===== src/hw/rtl/b64d_pkg.sv =====
// ----------------------------------------------------------------------------
// b64d_pkg: base64 stream decoder shared types
// Character classes, the front-to-back queue entry and the classifier.
// ----------------------------------------------------------------------------
package b64d_pkg;

   typedef logic [1:0] b64d_kind_type;

   localparam b64d_kind_type KIND_SKIP = 2'd0;
   localparam b64d_kind_type KIND_DATA = 2'd1;
   localparam b64d_kind_type KIND_PAD  = 2'd2;
   localparam b64d_kind_type KIND_BAD  = 2'd3;

   localparam logic [7:0] CHAR_PAD   = 8'h3D;
   localparam logic [7:0] CHAR_PLUS  = 8'h2B;
   localparam logic [7:0] CHAR_SLASH = 8'h2F;
   localparam logic [7:0] CHAR_SPACE = 8'h20;

   typedef struct packed {
      b64d_kind_type kind;
      logic [5:0]    sextet;
      logic          last;
   } b64d_entry_type;

   function automatic b64d_entry_type b64d_classify(input logic [7:0] c, input logic last);
      b64d_entry_type e;
      e.kind   = KIND_BAD;
      e.sextet = 6'd0;
      e.last   = last;
      priority if (c == CHAR_SPACE || (c >= 8'h09 && c <= 8'h0D)) begin
         e.kind = KIND_SKIP;
      end else if (c == CHAR_PAD) begin
         e.kind = KIND_PAD;
      end else if (c >= 8'h41 && c <= 8'h5A) begin
         e.kind   = KIND_DATA;
         e.sextet = 6'(c - 8'h41);
      end else if (c >= 8'h61 && c <= 8'h7A) begin
         e.kind   = KIND_DATA;
         e.sextet = 6'(c - 8'h61 + 8'd26);
      end else if (c >= 8'h30 && c <= 8'h39) begin
         e.kind   = KIND_DATA;
         e.sextet = 6'(c - 8'h30 + 8'd52);
      end else if (c == CHAR_PLUS) begin
         e.kind   = KIND_DATA;
         e.sextet = 6'd62;
      end else if (c == CHAR_SLASH) begin
         e.kind   = KIND_DATA;
         e.sextet = 6'd63;
      end else begin
         e.kind = KIND_BAD;
      end
      return e;
   endfunction

endpackage


===== src/hw/rtl/base64_stream_decoder.sv =====
// ----------------------------------------------------------------------------
// base64_stream_decoder: streaming base64 text decoder
// One character in, one result out: an optional byte plus done and status.
//
//   channel | handshake              | payload
//   --------+------------------------+-------------------------------------------
//   req     | req_valid / req_stall  | req_char_in, req_end_of_text
//   rsp     | rsp_valid / rsp_stall  | rsp_byte_valid, rsp_data_byte,
//           |                        | rsp_done_res, rsp_status
//
// One character per cycle sustained while rsp_stall is low; a character passes
// the queue and then the result register before its result is presented
// (classifier into queue, queue into the result register).
// Throughput is set by the one-entry-per-cycle decode stage while rsp_stall is low.
// Synchronous reset empties the queue and clears the decoder state.
// A stalled result holds the decode stage; the queue then fills and
// req_stall rises once QUEUE_DEPTH characters are waiting.
// ----------------------------------------------------------------------------
module base64_stream_decoder #(
   parameter int QUEUE_DEPTH = 4
) (
   input  logic       clock,
   input  logic       reset,
   input  logic       req_valid,
   output logic       req_stall,
   input  logic [7:0] req_char_in,
   input  logic       req_end_of_text,
   output logic       rsp_valid,
   input  logic       rsp_stall,
   output logic       rsp_byte_valid,
   output logic [7:0] rsp_data_byte,
   output logic       rsp_done_res,
   output logic       rsp_status
);
   import b64d_pkg::*;

   b64d_entry_type push_entry;
   b64d_entry_type pop_entry;
   logic           push;
   logic           queue_full;
   logic           pop_valid;
   logic           pop;

   b64d_front u_front (
      .req_valid       (req_valid),
      .req_stall       (req_stall),
      .req_char_in     (req_char_in),
      .req_end_of_text (req_end_of_text),
      .queue_full      (queue_full),
      .push            (push),
      .push_entry      (push_entry)
   );

   b64d_queue #(
      .DEPTH (QUEUE_DEPTH)
   ) u_queue (
      .clock      (clock),
      .reset      (reset),
      .push       (push),
      .push_entry (push_entry),
      .full       (queue_full),
      .pop        (pop),
      .pop_valid  (pop_valid),
      .pop_entry  (pop_entry)
   );

   b64d_back u_back (
      .clock          (clock),
      .reset          (reset),
      .in_valid       (pop_valid),
      .in_entry       (pop_entry),
      .in_take        (pop),
      .rsp_valid      (rsp_valid),
      .rsp_stall      (rsp_stall),
      .rsp_byte_valid (rsp_byte_valid),
      .rsp_data_byte  (rsp_data_byte),
      .rsp_done_res   (rsp_done_res),
      .rsp_status     (rsp_status)
   );

endmodule


===== src/hw/rtl/b64d_front.sv =====
// ----------------------------------------------------------------------------
// b64d_front: character classifier
// Accepts characters and turns each into a queue entry (class, sextet, last).
// ----------------------------------------------------------------------------
module b64d_front (
   input  logic                     req_valid,
   output logic                     req_stall,
   input  logic [7:0]               req_char_in,
   input  logic                     req_end_of_text,
   input  logic                     queue_full,
   output logic                     push,
   output b64d_pkg::b64d_entry_type push_entry
);
   import b64d_pkg::*;

   assign req_stall  = queue_full;
   assign push       = req_valid && !queue_full;
   assign push_entry = b64d_classify(req_char_in, req_end_of_text);

endmodule


===== src/hw/rtl/b64d_queue.sv =====
// ----------------------------------------------------------------------------
// b64d_queue: classified-character queue
// Short FIFO that decouples the classifier from the decode stage.
// ----------------------------------------------------------------------------
module b64d_queue #(
   parameter int DEPTH = 4
) (
   input  logic                     clock,
   input  logic                     reset,
   input  logic                     push,
   input  b64d_pkg::b64d_entry_type push_entry,
   output logic                     full,
   input  logic                     pop,
   output logic                     pop_valid,
   output b64d_pkg::b64d_entry_type pop_entry
);
   import b64d_pkg::*;

   localparam int PW = (DEPTH > 1) ? $clog2(DEPTH) : 1;
   localparam int CW = $clog2(DEPTH + 1);

   b64d_entry_type    mem_ff [DEPTH];
   logic [PW-1:0]     wr_ptr_ff, wr_ptr_in;
   logic [PW-1:0]     rd_ptr_ff, rd_ptr_in;
   logic [CW-1:0]     count_ff, count_in;
   logic              do_pop;

   assign full      = (count_ff == CW'(DEPTH));
   assign pop_valid = (count_ff != '0);
   assign pop_entry = mem_ff[rd_ptr_ff];
   assign do_pop    = pop && pop_valid;

   always_comb begin
      wr_ptr_in = wr_ptr_ff;
      rd_ptr_in = rd_ptr_ff;
      count_in  = count_ff;
      if (push) begin
         wr_ptr_in = (wr_ptr_ff == PW'(DEPTH - 1)) ? '0 : wr_ptr_ff + 1'b1;
      end
      if (do_pop) begin
         rd_ptr_in = (rd_ptr_ff == PW'(DEPTH - 1)) ? '0 : rd_ptr_ff + 1'b1;
      end
      unique case ({push, do_pop})
         2'b10:   count_in = count_ff + 1'b1;
         2'b01:   count_in = count_ff - 1'b1;
         default: count_in = count_ff;
      endcase
   end

   always_ff @(posedge clock) begin
      if (reset) begin
         wr_ptr_ff <= '0;
         rd_ptr_ff <= '0;
         count_ff  <= '0;
      end else begin
         wr_ptr_ff <= wr_ptr_in;
         rd_ptr_ff <= rd_ptr_in;
         count_ff  <= count_in;
      end
   end

   always_ff @(posedge clock) begin
      if (push) begin
         mem_ff[wr_ptr_ff] <= push_entry;
      end
   end

endmodule


===== src/hw/rtl/b64d_back.sv =====
// ----------------------------------------------------------------------------
// b64d_back: sextet accumulator and result register
// Packs sextets into bytes, tracks stop and error, drives the result channel.
// ----------------------------------------------------------------------------
module b64d_back (
   input  logic                     clock,
   input  logic                     reset,
   input  logic                     in_valid,
   input  b64d_pkg::b64d_entry_type in_entry,
   output logic                     in_take,
   output logic                     rsp_valid,
   input  logic                     rsp_stall,
   output logic                     rsp_byte_valid,
   output logic [7:0]               rsp_data_byte,
   output logic                     rsp_done_res,
   output logic                     rsp_status
);
   import b64d_pkg::*;

   logic [11:0] acc_ff, acc_in;
   logic [1:0]  phase_ff, phase_in;
   logic        stopped_ff, stopped_in;
   logic        bad_ff, bad_in;
   logic        out_valid_ff, out_valid_in;
   logic        byte_valid_ff, byte_valid_in;
   logic [7:0]  data_ff, data_in;
   logic        done_ff, done_in;
   logic        status_ff, status_in;
   logic [11:0] acc_next;

   // take a new entry whenever the result register is empty or draining
   assign in_take  = in_valid && (!out_valid_ff || !rsp_stall);
   assign acc_next = {acc_ff[5:0], in_entry.sextet};

   always_comb begin
      acc_in        = acc_ff;
      phase_in      = phase_ff;
      stopped_in    = stopped_ff;
      bad_in        = bad_ff;
      byte_valid_in = 1'b0;
      data_in       = 8'd0;
      done_in       = 1'b0;
      status_in     = 1'b0;
      out_valid_in  = out_valid_ff && rsp_stall;

      if (in_take) begin
         out_valid_in = 1'b1;
         if (!stopped_ff) begin
            unique case (in_entry.kind)
               KIND_SKIP: ;
               KIND_PAD:  stopped_in = 1'b1;
               KIND_BAD: begin
                  stopped_in = 1'b1;
                  bad_in     = 1'b1;
               end
               KIND_DATA: begin
                  acc_in = acc_next;
                  unique case (phase_ff)
                     2'd0: phase_in = 2'd3;
                     2'd1: begin
                        byte_valid_in = 1'b1;
                        data_in       = acc_next[7:0];
                        phase_in      = 2'd0;
                     end
                     2'd2: begin
                        byte_valid_in = 1'b1;
                        data_in       = acc_next[9:2];
                        phase_in      = 2'd1;
                     end
                     2'd3: begin
                        byte_valid_in = 1'b1;
                        data_in       = acc_next[11:4];
                        phase_in      = 2'd2;
                     end
                     default: phase_in = phase_ff;
                  endcase
               end
               default: ;
            endcase
         end
         if (in_entry.last) begin
            done_in    = 1'b1;
            status_in  = bad_in;
            acc_in     = '0;
            phase_in   = '0;
            stopped_in = 1'b0;
            bad_in     = 1'b0;
         end
      end
   end

   always_ff @(posedge clock) begin
      if (reset) begin
         acc_ff       <= '0;
         phase_ff     <= '0;
         stopped_ff   <= 1'b0;
         bad_ff       <= 1'b0;
         out_valid_ff <= 1'b0;
      end else begin
         acc_ff       <= acc_in;
         phase_ff     <= phase_in;
         stopped_ff   <= stopped_in;
         bad_ff       <= bad_in;
         out_valid_ff <= out_valid_in;
      end
   end

   // hold the payload while stalled
   always_ff @(posedge clock) begin
      if (in_take) begin
         byte_valid_ff <= byte_valid_in;
         data_ff       <= data_in;
         done_ff       <= done_in;
         status_ff     <= status_in;
      end
   end

   assign rsp_valid      = out_valid_ff;
   assign rsp_byte_valid = byte_valid_ff;
   assign rsp_data_byte  = data_ff;
   assign rsp_done_res   = done_ff;
   assign rsp_status     = status_ff;

endmodule

===== config.mk =====
export PLATFORM = sky130hd
export DESIGN_NAME = base64_stream_decoder
export DESIGN_NICKNAME = d
export VERILOG_FILES = /design/src/hw/rtl/b64d_pkg.sv /design/src/hw/rtl/base64_stream_decoder.sv /design/src/hw/rtl/b64d_front.sv /design/src/hw/rtl/b64d_queue.sv /design/src/hw/rtl/b64d_back.sv
export SDC_FILE = /design/constraint.sdc
export NUM_CORES = 1
export LEC_CHECK = 0
export ABC_AREA = 1
export BUFFER_PORTS_ARGS = -buffer_cell sky130_fd_sc_hd__buf_2
export CORE_MARGIN = 3
export CORE_UTILIZATION = 63
export CTS_BUF_LIST = sky130_fd_sc_hd__clkbuf_16
export DETAILED_ROUTE_END_ITERATION = 10
export PLACE_DENSITY = 0.91
export SYNTH_ARGS = -nofsm -noshare
export SYNTH_HDL_FRONTEND = slang
export SYNTH_HIERARCHICAL = 1
export SYNTH_SLANG_ARGS = --single-unit

===== constraint.sdc =====
create_clock -name clock -period 3 [get_ports clock]
set_clock_uncertainty 0.05 [all_clocks]
set_input_delay 0.3 -clock clock [delete_from_list [all_inputs] [get_ports clock]]
set_output_delay 0.3 -clock clock [all_outputs]
set_load 0.005 [all_outputs]

==> results.cfg <==
[run_status]
outcome = complete, no violations

[layout]
post-route-util = 0.721
nFillCells = 395
fin_area_sq_um = 4300
n_antenna_cell = 0
syn_to_final_growth_pct = 10.4
nets = 496
drive_above_1_share = 0.201

[worst_setup_path]
crit_fanout = 18
arrival_ps = 2580
end_kind = flop
crit_type = flop to flop
crit_required_ps = 3170
start_kind = flop

[placement]
portBuffers = 25
pre_cts_ws_ps = 701
hpwl_microns = 5320
placed_area_sq_um = 4010
gp_congestion = 0.919

[timing]
fin_crit_sh = 0.803
rsz0062_at_grt = false
setup_viol = 0
setup_tns_ps = 0
drv_slew = 0
slew_headroom = 0.624
period_needed_ps = 2410
fmax_mhz = 415
worst_pin_slew_ps = 563
final_hold_viol_count = 0
setup_slack_ps = 591

[cts]
cts-root-buf = clkbuf_16
clk_pin_slew_worst_paths_ps = 50
cts_setup_buffers = 0
clk_latency_ps = 330
hold_buffers = 0
tritoncts = yes
cts_resized = 0
cts.sink_count = 67
h-tree-depth = 3
cts_made_buffers = 9
cts_buffer_depth = 2

[yosys]
synth_fp_nets = 472
synth.most_common_cell = nand2_1
synth_largest_area_cell = edfxtp_1
ys_async_sr_fraction = 0
postSynthAreaPerCell_sq_um = 8.89
syn_area_sq_um = 3890
yosysSeqAreaShare = 0.465
synth_top_cells_by_count = nand2_1, edfxtp_1, inv_1
yosysWarnings = 6
synth_edf_count = 47
synthTopCellsByArea = edfxtp_1, nand2_1, dfxtp_1, ha_1, inv_1
synth-main-ff-cell = edfxtp_1
synth.top_cell.area_share = 0.363
syn_inst = 438
synth_seq_cells = 67
synth_cell_types = 39

[power_and_ir_drop]
leakage_nw = 1.83
power_w = 0.00362
vdd_drop_max_v = 0.000628
powerDensity_nw_per_um2 = 843

[floorplan]
io_pins = 26
die_x_microns = 84.6
die_area_sq_um = 7160
die_h_microns = 84.6
row_count = 28
core_sq_um = 5960
initial_core_util = 0.654

[detailed_routing]
routed_wl_microns = 8360
first_pass_iters = 5
via_per_inst = 5.74
drt_iter0_markers = 239
wl_per_cell_microns = 15.4
remaining_drc_errors = 0
via_count = 3110
ant_nets = 0

[global_route]
antenna_found_initial = 0
grtUsageMet1 = 0.283
grt_max_degree = 19
gr-usage-met3 = 0.0491
grt_pass1_wl_microns = 13900
grt-ovfl-total = 0
grt_usage = 0.248
grt_pass1_vias = 2928
grt_busiest_layer = met2
use_met2 = 0.423

[worst_hold_path]
hold_class = primary input to flop

[flow_run]
maxCapViolCount = 0
## worst max-delay path: stages, from the launching register on
cell,delay (ps)
dfxtp_1,350
inv_1,120
nand3_2,170
nand2_2,140
inv_2,320
and2_1,190
ha_1,160
inv_1,70
fa_1,390
inv_1,90
nand2_1,70
nand3_1,70
nand2_1,50
inv_1,50
nor2_1,40
## metal layers
layer	wire length [microns]	part of all wire	up-vias
li1	-	-	1500
met1	3270	0.39	1421
met2	4250	0.51	159
met3	505	0.060	30
met4	343	0.041	0
met5	0	0	-
## power by group
part / total, W / switching, W / leakage (nW) / internal [W]
clock network: 0.000997 / 0.000365 / 0.144 / 0.000632
registers: 0.00137 / 0.000123 / 0.605 / 0.00125
logic: 0.00125 / 0.000852 / 1.08 / 0.000400
total: 0.00362 / 0.00134 / 1.83 / 0.00228
## per-stage QoR
stage | hold WS (ps) | instances
3_3_place_gp | 403 | 526
3_5_place_dp | 410 | 526
6_report | 142 | 542
4_1_cts | 136 | 542
2_1_floorplan | 322 | 438
5_1_grt | 153 | 542
## registers in the layout, summed over array words and instances (netlist names), 2 cells and up, named ones only
register	count
u_queue/mem_ff	36
u_back/rsp_data_byte	8
u_back/acc_ff	6
u_queue/count_ff	3
u_back/phase_ff	2
u_queue/rd_ptr_ff	2
u_queue/wr_ptr_ff	2
## placed cells by master (no fill, tap or decap), types with 9 or more instances in the layout
cell type,n
clkbuf_16,9
nand3_1,29
o21ai_0,20
buf_2,25
dfxtp_1,20
nor2_2,13
edfxtp_1,47
nor2_1,35
nand2_1,108
inv_1,43
a21oi_1,23
ha_1,20
o22ai_2,9
## path summary, 6_finish.rpt
check	start	cells past startpoint	end	slack (ps)
setup / recovery	u_queue/count_ff[0]	14	u_queue/count_ff[2]	590
hold / removal	req_end_of_text	1	u_queue/mem_ff[1][0]	140
setup reg to reg	u_queue/count_ff[0]	14	u_queue/count_ff[2]	590
hold reg to reg	u_back/bad_ff	2	u_back/bad_ff	420
## final cells by class
cell class                      count  area [sq um]  share of cell area
Tap cell                           75          93.8              0.0218
Multi-Input combinational cell    307          1770               0.412
Sequential cell                    67          1810               0.422
Clock buffer                        9           225              0.0524
Clock inverter                      7          60.1              0.0140
Inverter                           51           201              0.0469
Timing Repair Buffer               26           133              0.0309
## kinds of logic after synthesis
family,count (synthesis),synth area share
DFF,67,0.465
buffers and inverters,64,0.0797
xor gates and xnor gates,5,0.0112
and+or+nand+nor,216,0.266
adders and majority gates,21,0.0694
AOI/OAI and AO/OA,65,0.108
Power figures use the tool's default switching activity.
